===== config.mk =====
export PLATFORM = sky130hd
export DESIGN_NAME = epte_mix
export DESIGN_NICKNAME = d
export VERILOG_FILES = /design/src/hw/rtl/epte_pkg.sv /design/src/hw/rtl/epte_mix.sv
export SDC_FILE = /design/constraint.sdc
export NUM_CORES = 2
export LEC_CHECK = 0
export BUFFER_PORTS_ARGS = -buffer_cell sky130_fd_sc_hd__clkbuf_2
export CAP_MARGIN = 10
export CORE_UTILIZATION = 41
export DETAILED_ROUTE_END_ITERATION = 16
export MAX_ROUTING_LAYER = met4
export RECOVER_POWER = 100
export SLEW_MARGIN = 10
export SYNTH_ARGS = -nofsm -noshare
export SYNTH_HDL_FRONTEND = slang
export SYNTH_SLANG_ARGS = --single-unit
export TNS_END_PERCENT = 30

===== constraint.sdc =====
create_clock -name clk -period 14.6 [get_ports clk]
set_input_delay 0.73 -clock clk [delete_from_list [all_inputs] [get_ports clk]]
set_output_delay 0.73 -clock clk [all_outputs]
set_load 0.05 [all_outputs]

===== src/hw/rtl/epte_pkg.sv =====
// ----------------------------------------------------------------------------
// epte_pkg: shared types and constants of the eased property tween engine
// Request and response records, slot record, codes and small helpers.
// ----------------------------------------------------------------------------
package epte_pkg;

  localparam int NODES       = 128;
  localparam int TWEEN_SLOTS = 32;
  localparam int PROPS       = 5;
  localparam int FRAC        = 16;

  localparam int NODE_W = 7;
  localparam int PROP_W = 3;
  localparam int PDEPTH = NODES * PROPS;
  localparam int PA_W   = (PDEPTH > 1) ? $clog2(PDEPTH) : 1;
  localparam int SA_W   = (TWEEN_SLOTS > 1) ? $clog2(TWEEN_SLOTS) : 1;
  localparam int CNT_W  = $clog2(TWEEN_SLOTS + 1);

  // normalised time and easing weight: FRAC fraction bits, range 0..1
  localparam int XW = FRAC + 1;
  localparam logic [XW-1:0] ONE = XW'(1) << FRAC;

  // request codes
  localparam logic [2:0] REQ_START  = 3'd0;
  localparam logic [2:0] REQ_CANCEL = 3'd1;
  localparam logic [2:0] REQ_TICK   = 3'd2;
  localparam logic [2:0] REQ_WRITE  = 3'd3;
  localparam logic [2:0] REQ_READ   = 3'd4;
  localparam logic [2:0] REQ_DROP   = 3'd5;

  // response kinds
  localparam logic [1:0] K_ACK  = 2'd0;
  localparam logic [1:0] K_UPD  = 2'd1;
  localparam logic [1:0] K_READ = 2'd2;

  // curve codes
  localparam logic [1:0] CV_LINEAR = 2'd0;
  localparam logic [1:0] CV_OUT    = 2'd1;
  localparam logic [1:0] CV_IN     = 2'd2;
  localparam logic [1:0] CV_INOUT  = 2'd3;

  // slot flag bits
  localparam int FL_FIRST  = 0;
  localparam int FL_DONE   = 1;
  localparam int FL_CANCEL = 2;

  typedef logic signed [31:0] val_t;
  typedef val_t [3:0] lanes_t;

  typedef struct packed {
    logic [2:0]        req_type;
    logic [NODE_W-1:0] node_index;
    logic [PROP_W-1:0] property_req;
    val_t              value_x;
    val_t              value_y;
    val_t              value_z;
    val_t              value_w;
    logic [1:0]        easing;
    logic [31:0]       duration;
    logic [31:0]       delay;
    logic [31:0]       dt;
  } req_t;

  typedef struct packed {
    logic [1:0]        kind;
    logic              status;
    logic [NODE_W-1:0] out_node;
    logic [PROP_W-1:0] out_property;
    val_t              out_x;
    val_t              out_y;
    val_t              out_z;
    val_t              out_w;
    logic              completed;
    logic              last;
  } rsp_t;

  typedef struct packed {
    logic [NODE_W-1:0] node;
    logic [PROP_W-1:0] prop;
    lanes_t            start;
    lanes_t            dest;
    logic [31:0]       hold;
    logic [32:0]       elapsed;
    logic [31:0]       span;
    logic [1:0]        curve;
    logic [2:0]        flags;
  } slot_t;

  // Bezier control weights of the eased curves
  function automatic logic [1:0] curve_w1(input logic [1:0] c);
    case (c)
      CV_OUT:   curve_w1 = 2'd3;
      CV_IN:    curve_w1 = 2'd0;
      CV_INOUT: curve_w1 = 2'd0;
      default:  curve_w1 = 2'd1;
    endcase
  endfunction

  function automatic logic [1:0] curve_w2(input logic [1:0] c);
    case (c)
      CV_OUT:   curve_w2 = 2'd3;
      CV_IN:    curve_w2 = 2'd0;
      CV_INOUT: curve_w2 = 2'd3;
      default:  curve_w2 = 2'd2;
    endcase
  endfunction

  function automatic logic node_ok(input logic [NODE_W-1:0] n);
    node_ok = int'(n) < NODES;
  endfunction

  function automatic logic addr_ok(input logic [NODE_W-1:0] n, input logic [PROP_W-1:0] p);
    addr_ok = (int'(n) < NODES) && (int'(p) < PROPS);
  endfunction

  function automatic logic [PA_W-1:0] paddr(input logic [NODE_W-1:0] n,
                                            input logic [PROP_W-1:0] p);
    paddr = PA_W'(n) * PA_W'(PROPS) + PA_W'(p);
  endfunction

endpackage


===== src/hw/rtl/epte_mix.sv =====
// ----------------------------------------------------------------------------
// epte_mix: easing curve and lane blend
// Evaluates the cubic Bezier weight, then blends four lanes with rounding
// and saturation, on one shared registered multiplier.
// ----------------------------------------------------------------------------
module epte_mix (
  input  logic                    clk,
  input  logic                    rst,
  input  logic                    go,
  input  logic [1:0]              curve,
  input  logic [epte_pkg::XW-1:0] t,
  input  epte_pkg::lanes_t        from,
  input  epte_pkg::lanes_t        to,
  output logic                    done,
  output epte_pkg::lanes_t        res
);
  import epte_pkg::*;

  localparam int MA_W  = 33;
  localparam int MB_W  = XW + 1;
  localparam int PW    = MA_W + MB_W;
  localparam int AW    = 2 * XW;
  localparam int SW    = AW + 3;
  localparam int VW    = PW + 1 - FRAC;
  localparam int ST_W  = 5;
  localparam logic [ST_W-1:0] LAST = ST_W'(17);

  logic              busy;
  logic [ST_W-1:0]   step;
  logic [XW-1:0]     u, uu, ut, tt, x, xc, nx;
  logic [AW-1:0]     a, b, c;
  logic [SW-1:0]     sum;
  logic [SW-FRAC-1:0] xs;
  logic signed [MA_W-1:0] opa;
  logic signed [MB_W-1:0] opb;
  logic signed [PW-1:0]   p, acc;
  logic signed [PW:0]     sm;
  logic signed [VW-1:0]   v;
  val_t              vs;
  logic [1:0]        lane;

  assign u    = ONE - t;
  assign nx   = ONE - x;
  assign done = busy && (step == LAST);
  assign lane = step[2:1] - 2'd1;

  // weight sum and clamp to one
  assign sum = SW'(a) * SW'(curve_w1(curve)) + SW'(b) * SW'(curve_w2(curve)) + SW'(c);
  assign xs  = sum[SW-1:FRAC];
  assign xc  = (curve == CV_LINEAR) ? t : ((xs > (SW-FRAC)'(ONE)) ? ONE : XW'(xs));

  // rounded, floored, saturated lane value
  assign sm = (PW+1)'(acc) + (PW+1)'(p) + (PW+1)'(ONE >> 1);
  assign v  = sm[PW:FRAC];
  always_comb begin
    if (v > VW'(32'sh7fffffff)) begin
      vs = 32'sh7fffffff;
    end else if (v < -(VW'(33'sh080000000))) begin
      vs = 32'sh80000000;
    end else begin
      vs = v[31:0];
    end
  end

  // multiplier operands per step
  always_comb begin
    opa = '0;
    opb = '0;
    case (step)
      5'd0: begin opa = $signed(MA_W'(u));  opb = $signed(MB_W'(u)); end
      5'd1: begin opa = $signed(MA_W'(u));  opb = $signed(MB_W'(t)); end
      5'd2: begin opa = $signed(MA_W'(t));  opb = $signed(MB_W'(t)); end
      5'd3: begin opa = $signed(MA_W'(uu)); opb = $signed(MB_W'(t)); end
      5'd4: begin opa = $signed(MA_W'(ut)); opb = $signed(MB_W'(t)); end
      5'd5: begin opa = $signed(MA_W'(tt)); opb = $signed(MB_W'(t)); end
      5'd8, 5'd10, 5'd12, 5'd14: begin
        opa = MA_W'(from[step[2:1]]);
        opb = $signed(MB_W'(nx));
      end
      5'd9, 5'd11, 5'd13, 5'd15: begin
        opa = MA_W'(to[step[2:1]]);
        opb = $signed(MB_W'(x));
      end
      default: ;
    endcase
  end

  // sequencer: issue a product, consume it one step later
  always_ff @(posedge clk) begin
    if (rst) begin
      busy <= 1'b0;
    end else if (go) begin
      busy <= 1'b1;
      step <= '0;
    end else if (busy) begin
      step <= step + ST_W'(1);
      if (step == LAST) begin
        busy <= 1'b0;
      end
      p <= opa * opb;
      case (step)
        5'd1: uu <= p[FRAC +: XW];
        5'd2: ut <= p[FRAC +: XW];
        5'd3: tt <= p[FRAC +: XW];
        5'd4: a  <= p[AW-1:0];
        5'd5: b  <= p[AW-1:0];
        5'd6: c  <= p[AW-1:0];
        5'd7: x  <= xc;
        5'd9, 5'd11, 5'd13, 5'd15: acc <= p;
        5'd10, 5'd12, 5'd14, 5'd16: res[lane] <= vs;
        default: ;
      endcase
    end
  end

endmodule


==> results.tsv <==
metric	value	unit
grt_pass1_vias	32200	
dieArea	0.106	mm²
gp_congestion	0.941	
io_pins	407	
die_w	325	µm
synthCells	4122	
via_per_inst	5.38	
grt_use_met1	33.2	%
nFillCells	9798	
drtPass1Iterations	6	
r2r_cells	27	
synthFlopType	edfxtp_1	
synth_cell_types	76	
leakage	21.5	nW
skew	0.0258	ns
worstSetupEndpointType	register	
grt_setup_unrepaired	no	
clk_pin_slew	0.06	ns
globalRoute.totalOverflow	0	
synth_warnings	0	
hold_depth	0	
drv_cap	14	
maxSlewHeadroom	-137	%
min_period	11.88	ns
drive_above_1_share	10.8	%
synth.area.top_cells	fa_1 (29%), edfxtp_1 (28%), ha_1 (7.8%), inv_1 (6.3%), nand2_1 (4.5%)	
post_cts_resized	0	
drc	0	
syn_to_final_growth	11.1	%
clockBufferDepth	3	
grt_util_met3	4.87	%
num-nets-final	5639	
synth_top_area_share	29.2	%
drtIter0Drc	2612	
hold_path_class	reg2reg	
netlist_area	0.0428	mm²
wl	129	mm
use_met2	39.2	%
vias	31700	
dp_slack	3.99	ns
tightest_slew	3.56	ns
path_class	reg2reg	
grt_max_degree	73	
cp_data_required_time	14.97	ns
hold_violations	0	
fin_ws	2.72	ns
maxSlewViolCount	537	
yosysSeqAreaShare	28.5	%
postRouteAntennaNets	0	
async_flop_share	0	%
die-height	325	µm
avgSynthCellArea	10.4	µm²
initial_core_util	41.3	%
synth-edff-count	405	
violations	capacitance limit, slew limit	
cp-start-kind	register	
cts.hold.buffers_added	0	
cp_max_fo	55	
cts-htree-levels	2	
p_per_area	95.6	mW/mm²
wire_per_inst	22.0	µm
grt_first_pass_wirelength	196	mm
synth_top_area_cell	fa_1	
cts_tree	done	
clock-sinks	406	
clkLatencyLatePin	0.57	ns
ir_drop	0.0000815	V
cts_buffers	38	
grt-busiest-layer	met2	
core	0.103	mm²
arrival	12.25	ns
antenna_found_initial	9	
syn_nets	5289	
fin_crit_sh	81.3	%
ys_ff_latch	406	
setup_tns	0	ns
dp_hpwl	102	mm
port_buffers	406	
outcome	finished with violations	
track_usage	25.1	%
cts_setup_buffers	0	
setup-violations-final	0	
fmax	0.0842	GHz
core.rowCount	118	
cts_root_buffer	clkbuf_16	
## registers in the layout, summed over array words and instances (netlist names)
name and count:
tt 17, b 34, a 34, p 51, step 5, res 128, ut 17, c 34
busy 1, uu 17, x 17, acc 51
## path summary, 6_finish.rpt
path                              start           endpoint  slack (ns)
setup / recovery  step[1]$_SDFFCE_PP0P_    p[50]$_DFFE_PP_        2.72
hold / removal          p[41]$_DFFE_PP_  acc[41]$_DFFE_PP_        0.46
setup reg to reg  step[1]$_SDFFCE_PP0P_    p[50]$_DFFE_PP_        2.72
hold reg to reg         p[41]$_DFFE_PP_  acc[41]$_DFFE_PP_        0.46
## report_power, final
| group | internal (W) | total (W) | leakage (nW) | switching (W) |
|---|---|---|---|---|
| clock | 0.000514 | 0.000962 | 0.565 | 0.000448 |
| sequential | 0.00138 | 0.00144 | 3.67 | 0.0000508 |
| combinational | 0.000799 | 0.00214 | 17.3 | 0.00135 |
| total | 0.00270 | 0.00454 | 21.5 | 0.00184 |
## critical path, cell delays in order (launching register included)
cell and delay (ns):
edfxtp_1 0.35, clkbuf_1 0.94, clkbuf_1 2.54, mux2_2 0.54, a21oi_1 0.09, o22ai_1 0.83
nand2_1 0.18, fa_1 0.55, inv_1 0.05, fa_1 0.48, fa_1 0.58, fa_1 0.46
fa_1 0.49, inv_1 0.05, fa_1 0.48, inv_1 0.05, ha_1 0.43, a21oi_1 0.19
nor2b_1 0.05, o21ai_0 0.14, nand2b_1 0.14, a211oi_1 0.24, a21oi_1 0.15, a41oi_1 0.33
o21ai_0 0.25, a221oi_1 0.60, nor2_1 0.11, a311oi_1 0.30
## layer usage
| layer | part of all wire (%) | vias to the layer above | wire (µm) |
|---|---|---|---|
| li1 | - | 14200 | - |
| met1 | 42 | 15800 | 54000 |
| met2 | 46 | 1476 | 58900 |
| met3 | 9.4 | 207 | 12200 |
| met4 | 3.3 | 0 | 4240 |
| met5 | 0 | - | 0 |
## cell usage after synthesis (all sizes together) (35+ instances only)
cell    instances
inv           717
fa            624
nand2         512
edfxtp        405
nor2          323
ha            265
a21oi         154
clkbuf        127
o21ai          99
a21o           96
nor2b          75
xnor2          71
nor3           50
nand3          43
mux4           35
## layout make-up
class	count	area, µm²	share of cell area (%)
flip-flops and latches	406	12200	25.6
well taps	1380	1730	3.63
inverters	717	2690	5.66
diodes	10	25.0	0.0527
clock inverters	20	159	0.334
clock buffers	46	1000	2.11
repair buffers	471	2290	4.82
multi-input cells	2838	27400	57.7
## metrics by stage
step	power [W]	util [%]	hold WS [ns]	cell area, µm²	instances
4_1_cts	0.00455	46.2	0.468	47800	5878
3_5_place_dp	0.00357	45.0	0.447	46600	5812
2_1_floorplan	0.00289	-	0.426	42800	4122
3_3_place_gp	0.00355	45.0	0.452	46600	5812
5_1_grt	0.00484	45.9	0.477	47500	5886
6_report	0.00454	45.9	0.460	47500	5888
## placed cells by master (no fill, tap or decap), types with 20 or more instances in the layout
cell type / n
edfxtp_1: 405
and2_1: 30
or3_1: 26
inv_1: 717
nor2_1: 322
mux2i_1: 32
ha_1: 265
nand2b_1: 24
a21o_1: 96
xnor2_1: 71
fa_1: 624
buf_4: 47
mux4_2: 35
nor2b_1: 74
xor2_1: 30
a21oi_1: 154
and3_1: 25
o21ai_0: 96
clkbuf_16: 39
nand2_1: 512
nor3_1: 48
nand3_1: 43
clkbuf_2: 276
clkbuf_1: 155
mux2_2: 29
nand4_1: 20
## cells by family (layout without fill, tap and decap cells)
family	count (synthesis)	after routing	share of synthesized area (%)
xor+xnor	101	101	2.07
simple gates	1177	1177	12.2
fa+ha+maj	889	889	37.0
other cells	0	10	0
flops	406	406	28.5
buf+inv	878	1254	7.82
mux	96	96	3.35
compound gates	575	575	9.09
Power figures use the tool's default switching activity.
