**src/hw/rtl/epte_ram.sv**
```systemverilog
// ----------------------------------------------------------------------------
// epte_ram: generic synchronous RAM
// One write port, one read port, read data registered.
// ----------------------------------------------------------------------------
module epte_ram #(
  parameter int WIDTH = 32,
  parameter int DEPTH = 32
) (
  input  logic                                     clk,
  input  logic                                     we,
  input  logic [((DEPTH > 1) ? $clog2(DEPTH) : 1)-1:0] waddr,
  input  logic [WIDTH-1:0]                         wdata,
  input  logic [((DEPTH > 1) ? $clog2(DEPTH) : 1)-1:0] raddr,
  output logic [WIDTH-1:0]                         rdata
);

  logic [WIDTH-1:0] mem [DEPTH];

  always_ff @(posedge clk) begin
    if (we) begin
      mem[waddr] <= wdata;
    end
    rdata <= mem[raddr];
  end

endmodule

```
**config.mk**
```make
export PLATFORM = sky130hd
export DESIGN_NAME = epte_ram
export DESIGN_NICKNAME = d
export VERILOG_FILES = /design/src/hw/rtl/epte_ram.sv
export SDC_FILE = /design/constraint.sdc
export NUM_CORES = 1
export LEC_CHECK = 0
export BUFFER_PORTS_ARGS = -buffer_cell sky130_fd_sc_hd__buf_2
export CAP_MARGIN = 10
export CORE_MARGIN = 4
export CORE_UTILIZATION = 43
export CTS_BUF_LIST = sky130_fd_sc_hd__clkbuf_8
export CTS_CLUSTER_SIZE = 24
export DETAILED_ROUTE_END_ITERATION = 8
export PLACE_DENSITY_LB_ADDON = 0.08
export SLEW_MARGIN = 40
export SYNTH_ARGS = -nofsm -noshare
export SYNTH_HDL_FRONTEND = slang
export SYNTH_SLANG_ARGS = --single-unit
```
**constraint.sdc**
```tcl
create_clock -name clk -period 4 [get_ports clk]
set_input_delay 0.4 -clock clk [delete_from_list [all_inputs] [get_ports clk]]
set_output_delay 0.4 -clock clk [all_outputs]
set_load 0.03 [all_outputs]
```
==> metrics.md, run 1 <==
| Metric | Value |
|---|---|
| Status | `completed` |
| Post-Synth Adder-Cell Area | `0` |
| First-pass GRT wire length | `147000 µm` |
| Final setup violation count | `0` |
| Die span in x | `between 300 and 400 µm` |
| Hold Crit Class | `input port to flip-flop` |
| Root Buffer | `clkbuf_8` |
| Placement row count | `112` |
| Largest net degree at the start of global routing | `between 60 and 70` |
| Ys async rst share | `0` |
| P_sw | `5.19 mW` |
| Final Non-Filler Cells | `3868` |
| CORE AREA | `roughly 93000 µm²` |
| Main synth FF type | `edfxtp_1` |
| CTS buffer count | `174` |
| Largest family of logic cells by synthesized area | `multiplexers` |
| Initial DRC count | `1853` |
| Grt total ovfl | `0` |
| Sw Share | `0.229` |
| Yosys Warn Count | `0` |
| Final wirelength | `101000 µm` |
| Fin nets | `2511` |
| Fin util | `0.495` |
| CTS tree | `done` |
| Relative slew slack | `0.470` |
| WL/cell | `26.1 µm` |
| Worst Path Class, Setup | `flip-flop to output pin` |
| H-Tree Level Count | `4` |
| Final hold violation count | `0` |
| Slew of the pin with the lowest slew margin | `0.793 ns` |
| Crit path max-delay family | `flip-flops` |
| Avg Vias per Cell | `5.43` |
| Reg power frac | `0.547` |
| Syn Area/Cell | `17.9 µm²` |
| Share of cells above drive strength 1 | `0.163` |
| Initial Utilization | `0.434` |
| Met1 Wirelength | `around 47000 µm` |
| Worst IR Drop VDD | `roughly 0.00033 V` |
| Fillers | `7909` |
| Post-DP Area | `42800 µm²` |
| Cells along the critical path | `buf_2` |
| Internal power | `17.4 mW` |
| Worst clock skew | `0.0377 ns` |
| Worst path slowest cell | `dfxtp_1` |
| Gate power share | `0.057` |
| Clk buf depth | `3` |
| Highest Signal Layer | `met4` |
| Seq cells post-synth | `1056` |
| Lkg Pwr | `16.3 nW` |
| DP HPWL | `57400 µm` |
| Pwr Density | `490 nW/µm²` |
| Die area | `99100 µm²` |
| Port Buffers | `75` |
| CTS hold repair buffers | `0` |
| Final ANT Viol Nets | `0` |
| Finished Cell Area | `46200 µm²` |
| Io pins | `76` |
| CP bufs+invs | `1` |
| Critical Path End Type | `output pin` |
| Critical path's largest stage delay | `between 0.5 and 0.6 ns` |
| FMAX | `roughly 490 MHz` |
| Placed insts | `3545` |
| WP data required | `about 3.6 ns` |
| Worst Setup Start Kind | `flip-flop` |
| Clock power share | `0.397` |
| Simple-Gate Fraction of Synth Area | `0.0310` |
| Unrepaired setup endpoints after global routing | `false` |
| Reg area | `~31000 µm²` |
| Setup Buffers After CTS | `0` |
| Initial antenna violation count | `6` |
| Skew-Pair Late Insertion Delay | `0.83 ns` |
| Fin. max-slew vios | `0` |
| Yosys cell types | `25` |
| GRT Total Usage | `0.205` |
| Compound-Gate Fraction of Synth Area | `0.0485` |
| Total power | `22.6 mW` |
| Initial DRT Pass Iterations | `5` |
| Met2 WL post-DR | `46800 µm` |
| Post-synthesis xor/xnor area fraction | `0` |
| Setup TNS | `0 ns` |
| Period minus WS final | `2.05 ns` |
| CTS Sinks | `1056` |
| Tcrit/Tclk final | `0.513` |
| DRC viols | `0` |
| Worst-path maximum fanout | `1` |
| Data arrival time of the critical path | `1.65 ns` |
| Via Count | `21000` |
| Post-synthesis mux area share | `0.127` |
| Number of max-cap violations | `0` |
| Post-Synthesis Cells | `2260` |
| Syn Std Cell Area | `40500 µm²` |
| Sequential area share after synthesis | `0.775` |
| Die Ht | `315 µm` |
| Worst-path clk slew | `0.06 ns` |
| RD Place Congestion | `between 0.7 and 0.8` |
| Number of global-route vias before repair | `around 22000` |
| Synthesized Nets | `2304` |
| Area of the multi-input gates | `8630 µm²` |
| Post-CTS sizing | `0` |
| DR WL met3 | `5550 µm` |
| Area grow syn2layout | `14.1%` |
| Number of flops mapped to enable cells by yosys | `1024` |
[cells in the mapped netlist (all sizes together), types with 2 or more instances]
cell type / n / area share
nand3: 98 / 0.012
clkbuf: 48 / 0.0046
nand2b: 2 / 0.00031
a22oi: 96 / 0.018
dfxtp: 32 / 0.016
or3b: 3 / 0.00065
nor2: 34 / 0.0032
nand3b: 5 / 0.00093
a31oi: 32 / 0.0049
a21oi: 96 / 0.012
buf: 79 / 0.014
edfxtp: 1024 / 0.76
nor3: 32 / 0.0040
mux2i: 512 / 0.13
nand2: 98 / 0.0091
a22o: 64 / 0.014
[per-stage QoR]
stage | hold slack (ns) | setup WS (ns)
finish | 0.0627 | 1.95
global route | 0.0292 | 1.87
CTS | 0.0344 | 1.85
detailed placement | 0.586 | 1.23
global placement | 0.581 | 1.24
floorplan | 0.499 | 1.17
[worst paths after layout]
path	startpoint	to	slack [ns]	cells past startpoint
min	wdata[15]	mem[31][15]	0.06	1
max reg2reg	mem[1][23]	rdata[23]	2.28	5
min reg2reg	mem[26][20]	rdata[20]	0.60	4
max	rdata[11]	rdata[11]	1.95	1
[layout make-up]
type	instances	area share
sequential	1056	0.680
antenna	3	0.000163
clock inverter	134	0.0169
timing repair buffer	158	0.0270
clock buffer	186	0.0554
multi-input combinational	1077	0.187
tap	1254	0.0340
[cells by family (layout without fill, tap and decap cells)]
family,after synthesis,in the layout
mux,512,512
simple gates,277,277
flops,1056,1056
buf+inv,127,478
other cells,0,3
compound gates,288,288
[worst register-to-register path, stage by stage, from the launching register on]
cell and delay (ns):
edfxtp_1 0.37, mux2i_1 0.14, a22o_1 0.20, nor3_1 0.10
a31oi_1 0.57, nand3_1 0.17
[routing by layer]
metal | vias up | GRT usage
met4 | 0 | 0.0531
met5 | - | 0
met1 | 10800 | 0.300
met3 | 115 | 0.0372
li1 | 9436 | -
met2 | 633 | 0.318
[flip-flops by register name, indices dropped and copies added (netlist names)]
register	flops
mem	1024
rdata	32
[power by group through the flow]
stage	clock network, mW	registers, mW	logic (mW)
floorplan	0	12.7	0.635
global placement	0	12.6	1.28
detailed placement	0	12.6	1.29
CTS	9.22	12.4	1.29
global route	9.78	12.4	1.38
finish	8.98	12.4	1.28
[cell usage in the layout (no fill, tap or decap), types with 2 or more instances in the layout]
master and instances:
a21oi_1 96, a22o_1 64, a22oi_1 96, a31oi_1 32, buf_12 13, buf_16 3
buf_2 73, buf_4 66, buf_8 3, bufinv_16 7, clkbuf_8 186, clkinv_1 38
clkinv_2 18, clkinv_8 2, clkinvlp_4 9, dfxtp_1 32, diode_2 3, edfxtp_1 1024
inv_1 58, inv_6 2, mux2i_1 512, nand2_1 97, nand2b_4 2, nand3_1 98
nand3b_1 5, nor2_4 33, nor3_1 32, or3b_2 3
No activity file was read; power rests on OpenSTA's default activity.
==> run 2: changes to the inputs <==
clock period = 1.7 ns   (was 4 ns; I/O delays follow)
==> run 2 against run 1 <==
Effect of this change: clock power increased by 130%; wire length grew 7.9%; cell area grew 4.3%; first-iteration DRC count down 12%; core utilization increased by 2.1 points; count of clock-buffer cells in the layout rose by 2; register-to-register slack got worse by 2.1 ns; sequential cell count is the same; clock skew decreased by 0.011 ns; global-route usage up 1.6 points; total power up 130%; largest cell class unchanged; largest power group unchanged; highest routed layer is now met5.
==> metrics.md, run 2 (synthesis results as in run 1) <==
| Metric | Value |
|---|---|
| Critical path's largest stage delay | `0.38 ns (-0.15 ns)` |
| WP data required | `1.53 ns (-2.07 ns)` |
| CP bufs+invs | `1 (unchanged)` |
| Total power | `52.8 mW (+130%)` |
| Fin. max-slew vios | `0 (unchanged)` |
| Worst Setup Start Kind | `flip-flop` |
| Clk buf depth | `3 (unchanged)` |
| Final hold violation count | `0 (unchanged)` |
| DP HPWL | `63200 µm (+9.9%)` |
| Worst setup startpoint | `rdata[18]` |
| Final Non-Filler Cells | `4012 (+3.7%)` |
| Avg Vias per Cell | `5.43 (about the same)` |
| Share of cells above drive strength 1 | `0.197 (+0.0345)` |
| CTS buffer count | `173 (-0.57%)` |
| CORE AREA | `93300 µm² (unchanged)` |
| Critical Path End Type | `output pin` |
| Worst-path maximum fanout | `1 (unchanged)` |
| Status | `completed` |
| Data arrival time of the critical path | `1.43 ns (-0.22 ns)` |
| Via Count | `21800 (+3.8%)` |
| Period minus WS final | `between 1.5 and 2 ns` |
| Initial antenna violation count | `9 (+3)` |
| Largest register FFs | `1024 (unchanged)` |
| Fillers | `7702 (-2.6%)` |
| Biggest register | `mem` |
| Root Buffer | `clkbuf_8` |
| Worst IR Drop VDD | `0.000810 V (+150%)` |
| Die area | `99100 µm² (unchanged)` |
| FMAX | `625 MHz` |
| DRC viols | `0 (unchanged)` |
| Die Ht | `315 µm (unchanged)` |
| Number of global-route vias before repair | `22500 (+4.3%)` |
| Worst-path clk slew | `0.06 ns (about the same)` |
| Worst r2r src | `mem[5][29]` |
| Grt total ovfl | `0 (unchanged)` |
| FF-to-FF path depth | `6 (+1)` |
| Setup TNS | `0 ns (unchanged)` |
| Worst clock skew | `0.0264 ns (-0.0113 ns)` |
| RD Place Congestion | `0.766 (+1.1%)` |
| Hold Crit Class | `input port to flip-flop` |
| First-pass GRT wire length | `156000 µm (+6.0%)` |
| Hold Slack | `0.0930 ns (+0.0303 ns)` |
| Die span in x | `315 µm (unchanged)` |
| H-Tree Level Count | `4 (unchanged)` |
| Commonest cells after routing, fill and taps aside | `edfxtp_1 (1024), mux2i_1 (512), clkbuf_8 (188), buf_4 (126), nand3_1 (98)` |
| WL/cell | `27.2 µm (+4.0%)` |
| Unrepaired setup endpoints after global routing | `false` |
| FF-to-FF End | `rdata[29]` |
| Placed insts | `3668 (+3.5%)` |
| CTS Sinks | `1056 (unchanged)` |
| Largest net degree at the start of global routing | `36 (-42%)` |
| Worst path slowest cell | `dfxtp_1` |
| GRT Total Usage | `0.221 (+0.0162)` |
| Final wirelength | `109000 µm (+7.9%)` |
| Slew of the pin with the lowest slew margin | `0.684 ns (-0.108 ns)` |
| Commonest non-fill, non-tap cell in the layout | `edfxtp_1` |
| Cells along the critical path | `buf_2` |
| Worst Path Class, Setup | `flip-flop to output pin` |
| Initial DRT Pass Iterations | `5 (unchanged)` |
| Tcrit/Tclk final | `0.941` |
| Placement row count | `112 (unchanged)` |
| Io pins | `76 (unchanged)` |
| Top Registers | `mem x1024, rdata x32` |
| Area grow syn2layout | `19.0%` |
| Pwr Density | `1100 nW/µm² (+120%)` |
| Initial DRC count | `1624 (-12%)` |
| Reg-to-reg slack, setup | `0.21 ns (-2.07 ns)` |
| Initial Utilization | `0.434 (unchanged)` |
| Lkg Pwr | `17.2 nW (+5.7%)` |
| Skew-Pair Late Insertion Delay | `0.84 ns (about the same)` |
| CTS tree | `done` |
| End of the critical path | `rdata[18]` |
| Crit. path cell count | `1 (unchanged)` |
| Crit path max-delay family | `flip-flops` |
| Final ANT Viol Nets | `0 (unchanged)` |
| Relative slew slack | `0.544 (+0.0735)` |
| Fin nets | `2665 (+6.1%)` |
| Number of max-cap violations | `0 (unchanged)` |
| Final setup violation count | `0 (unchanged)` |
| Port Buffers | `75 (unchanged)` |
## run 2: cell types whose count changed in the layout (fill, tap and decap cells not counted), sizes merged
cell	previous run	this run
buf	158	281
dlygate4sd3	0	32
clkbuf	186	188
bufinv	7	2
clkinvlp	9	4
diode	3	5
clkinv	58	44
inv	60	69
## run 2: layer usage
layer | track usage | vias to the layer above | wire, µm
met1 | 0.294 | 11300 | 47400
met2 | 0.372 | 532 | 54100
met3 | 0.0399 | 167 | 4950
met5 | 0 | - | 20
li1 | - | 9742 | -
met4 | 0.0663 | 4 | 2520
## run 2: stage by stage
stage / area [µm²] / setup slack (ns) / util
after CTS: 48200 / 0.00935 / 0.516
final: 48200 / 0.100 / 0.516
after detailed placement: 44600 / -0.296 / 0.478
after global routing: 48200 / 0.0366 / 0.516
after global placement: 44600 / -0.284 / 0.478
after floorplan: 40700 / -0.308 / -
## run 2: power breakdown
part           leakage, nW  switching [mW]  internal (mW)
clock network         1.83            9.82           10.4
registers             9.50           0.166           29.0
logic                 5.90            2.10           1.25
## run 2: timing repair
item                                     CTS  global route
hold buffers                              32             0
resized for setup                         20             0
endpoints found under the setup margin    11             0
endpoints found under the hold margin   1024             0
buffers inserted                           0             0
## run 2: how the worst min path moves through the flow
stage | from | slack [ns] | cells after the start | to
after CTS | raddr[2] | 0.01 | 7 | rdata[30]
after floorplan | wdata[0] | 0.27 | 0 | mem[0][0]
after global placement | mem[11][19] | 0.59 | 4 | rdata[19]
after detailed placement | mem[11][28] | 0.59 | 4 | rdata[28]
after global routing | waddr[3] | 0.1 | 4 | mem[25][9]
final | raddr[1] | 0.09 | 6 | rdata[15]
## run 2: layout make-up
type                       instances  area [µm²]  share of cell area
tap                             1254        1570              0.0326
antenna                            5        12.5            0.000260
clock buffer                     188        2590              0.0537
sequential                      1056       31400               0.652
clock inverter                   119         571              0.0118
timing repair buffer             313        3420              0.0710
multi-input combinational       1077        8610               0.179
==> run 3: changes to the inputs <==
MAX_ROUTING_LAYER = met4   (was not set)
SKIP_CTS_REPAIR_TIMING = 1   (was not set)
==> run 3 against run 2 <==
Effect of this change: fmax is 1.8% lower; die area is the same; global-route usage grew 0.64 points; wire length is 0.14% higher; core utilization hardly changed; sequential cell count did not move; total power hardly changed; hold slack better by 0.0093 ns; sequential share of layout area about the same; cell area barely moved; critical path depth unchanged; critical endpoint is now rdata[10].
==> metrics.md, run 3 (synthesis results as in run 1) <==
| Metric | Value |
|---|---|
| Port Buffers | `75 (unchanged)` |
| Die area | `99100 µm² (unchanged)` |
| Pwr Density | `1090 nW/µm² (about the same)` |
| Critical path's largest stage delay | `0.41 ns (+0.03 ns)` |
| WP data required | `1.53 ns (about the same)` |
| Number of global-route vias before repair | `22400 (-0.57%)` |
| Worst clock skew | `0.0274 ns (+0.000974 ns)` |
| Root Buffer | `clkbuf_8` |
| DP HPWL | `63200 µm (unchanged)` |
| Hold Crit Class | `input port to flip-flop` |
| Internal power | `40.7 mW (about the same)` |
| Final Non-Filler Cells | `4014 (+0.050%)` |
| Biggest register | `mem` |
| Worst IR Drop VDD | `0.000810 V (about the same)` |
| P_sw | `12.1 mW (-0.21%)` |
| Die span in x | `315 µm (unchanged)` |
| Worst Path Class, Setup | `flip-flop to output pin` |
| CP bufs+invs | `1 (unchanged)` |
| Initial antenna violation count | `8 (-1)` |
| Hold Slack | `0.102 ns (+0.00934 ns)` |
| Clk buf depth | `3 (unchanged)` |
| Placed insts | `3668 (unchanged)` |
| Period minus WS final | `1.63 ns (+0.0290 ns)` |
| Final ANT Viol Nets | `0 (unchanged)` |
| FMAX | `614 MHz (-1.8%)` |
| Io pins | `76 (unchanged)` |
| Initial DRT Pass Iterations | `5 (unchanged)` |
| Lkg Pwr | `17.2 nW (about the same)` |
| Area grow syn2layout | `19.0% (about the same)` |
| Final wirelength | `109000 µm (+0.14%)` |
| Worst-path maximum fanout | `1 (unchanged)` |
| CTS tree | `done` |
| Sw Share | `0.229 (-0.000324)` |
| Number of max-cap violations | `0 (unchanged)` |
| Largest net degree at the start of global routing | `36 (unchanged)` |
| GRT Total Usage | `0.227 (+0.00641)` |
| Grt total ovfl | `0 (unchanged)` |
| Relative slew slack | `0.570 (+0.0256)` |
| Skew-Pair Late Insertion Delay | `0.83 ns (about the same)` |
| Top Registers | `mem x1024, rdata x32` |
| RD Place Congestion | `0.776 (+1.4%)` |
| CTS Sinks | `1056 (unchanged)` |
| Setup ws final | `0.0710 ns (-0.0290 ns)` |
| Final hold violation count | `0 (unchanged)` |
| Gate power share | `0.064 (about the same)` |
| Total power | `52.7 mW (about the same)` |
| Clock power share | `0.384 (about the same)` |
| Largest register FFs | `1024 (unchanged)` |
| Initial DRC count | `1616 (-0.49%)` |
| Fin nets | `2665 (unchanged)` |
| CORE AREA | `93300 µm² (unchanged)` |
| Reg-to-reg slack, setup | `0.21 ns (about the same)` |
| Crit path max-delay family | `flip-flops` |
| Cells along the critical path | `buf_2` |
| WL/cell | `27.2 µm (about the same)` |
| Die Ht | `315 µm (unchanged)` |
| Status | `completed` |
| Slew of the pin with the lowest slew margin | `0.646 ns (-0.0384 ns)` |
| Final setup violation count | `0 (unchanged)` |
| Initial Utilization | `0.434 (unchanged)` |
| Tcrit/Tclk final | `0.958 (+0.0170)` |
| Avg Vias per Cell | `5.42 (-0.20%)` |
| Data arrival time of the critical path | `1.46 ns (+0.03 ns)` |
| Reg power frac | `0.553 (about the same)` |
| DP Worst Slack | `-0.296 ns (unchanged)` |
| Worst-path clk slew | `0.06 ns (about the same)` |
| Critical Path End Type | `output pin` |
| Fin. max-slew vios | `0 (unchanged)` |
| Commonest non-fill, non-tap cell in the layout | `edfxtp_1` |
| Via Count | `21800 (-0.15%)` |
| Commonest cells after routing, fill and taps aside | `edfxtp_1 (1024), mux2i_1 (512), clkbuf_8 (188), buf_4 (116), nand3_1 (98)` |
| Setup TNS | `0 ns (unchanged)` |
| First-pass GRT wire length | `156000 µm (-0.23%)` |
| Placement row count | `112 (unchanged)` |
| Worst Setup Start Kind | `flip-flop` |
| H-Tree Level Count | `4 (unchanged)` |
| DRC viols | `0 (unchanged)` |
| CTS buffer count | `173 (unchanged)` |
| Share of cells above drive strength 1 | `0.197 (unchanged)` |
| Worst path slowest cell | `dfxtp_2` |
## run 3: cell types whose count changed in the layout (fill, tap and decap cells not counted)
| cell | previous run | this run |
|---|---|---|
| diode_2 | 5 | 7 |
| buf_4 | 126 | 116 |
| buf_2 | 63 | 68 |
| clkbuf_4 | 0 | 5 |
## run 3: tightest hold or removal path, stage by stage
cell	delay, ns
buf_2	0.13
nand2_2	0.08
buf_12	0.19
a21oi_1	0.15
nand3_1	0.09
nand3_1	0.07
## run 3: final cells by class
cell class / count / area (µm²)
fill: 7703 / 45200
sequential: 1056 / 31400
multi-input combinational: 1077 / 8610
timing repair buffer: 313 / 3410
clock buffer: 188 / 2590
tap: 1254 / 1570
clock inverter: 119 / 571
antenna: 7 / 17.5
## run 3: power groups by stage
stage / Clock [mW] / Sequential (mW) / Combinational [mW]
after floorplan: 0 / 29.8 / 1.52
after global placement: 0 / 29.7 / 3.28
after detailed placement: 0 / 29.7 / 3.31
after CTS: 20.8 / 29.1 / 3.32
after global routing: 22.1 / 29.1 / 3.57
final: 20.2 / 29.1 / 3.35
## run 3: worst paths after layout
kind                    from   endpoint  depth (start not counted)
setup reg to reg  mem[5][29]  rdata[29]                          6
setup / recovery   rdata[10]  rdata[10]                          1
hold reg to reg   mem[26][1]   rdata[1]                          4
hold / removal      raddr[4]  rdata[10]                          6
## run 3: layer usage
metal	track usage	share of wire	vias to the layer above
met5	-	0	-
met4	0.0667	0.022	0
met3	0.0423	0.045	163
met2	0.370	0.50	547
met1	0.293	0.43	11300
li1	-	-	9748
## run 3: stage by stage
| stage | utilization | area [µm²] |
|---|---|---|
| after global placement | 0.478 | 44600 |
| after detailed placement | 0.478 | 44600 |
| after CTS | 0.512 | 47800 |
| after global routing | 0.516 | 48200 |
| after floorplan | - | 40700 |
| final | 0.516 | 48200 |
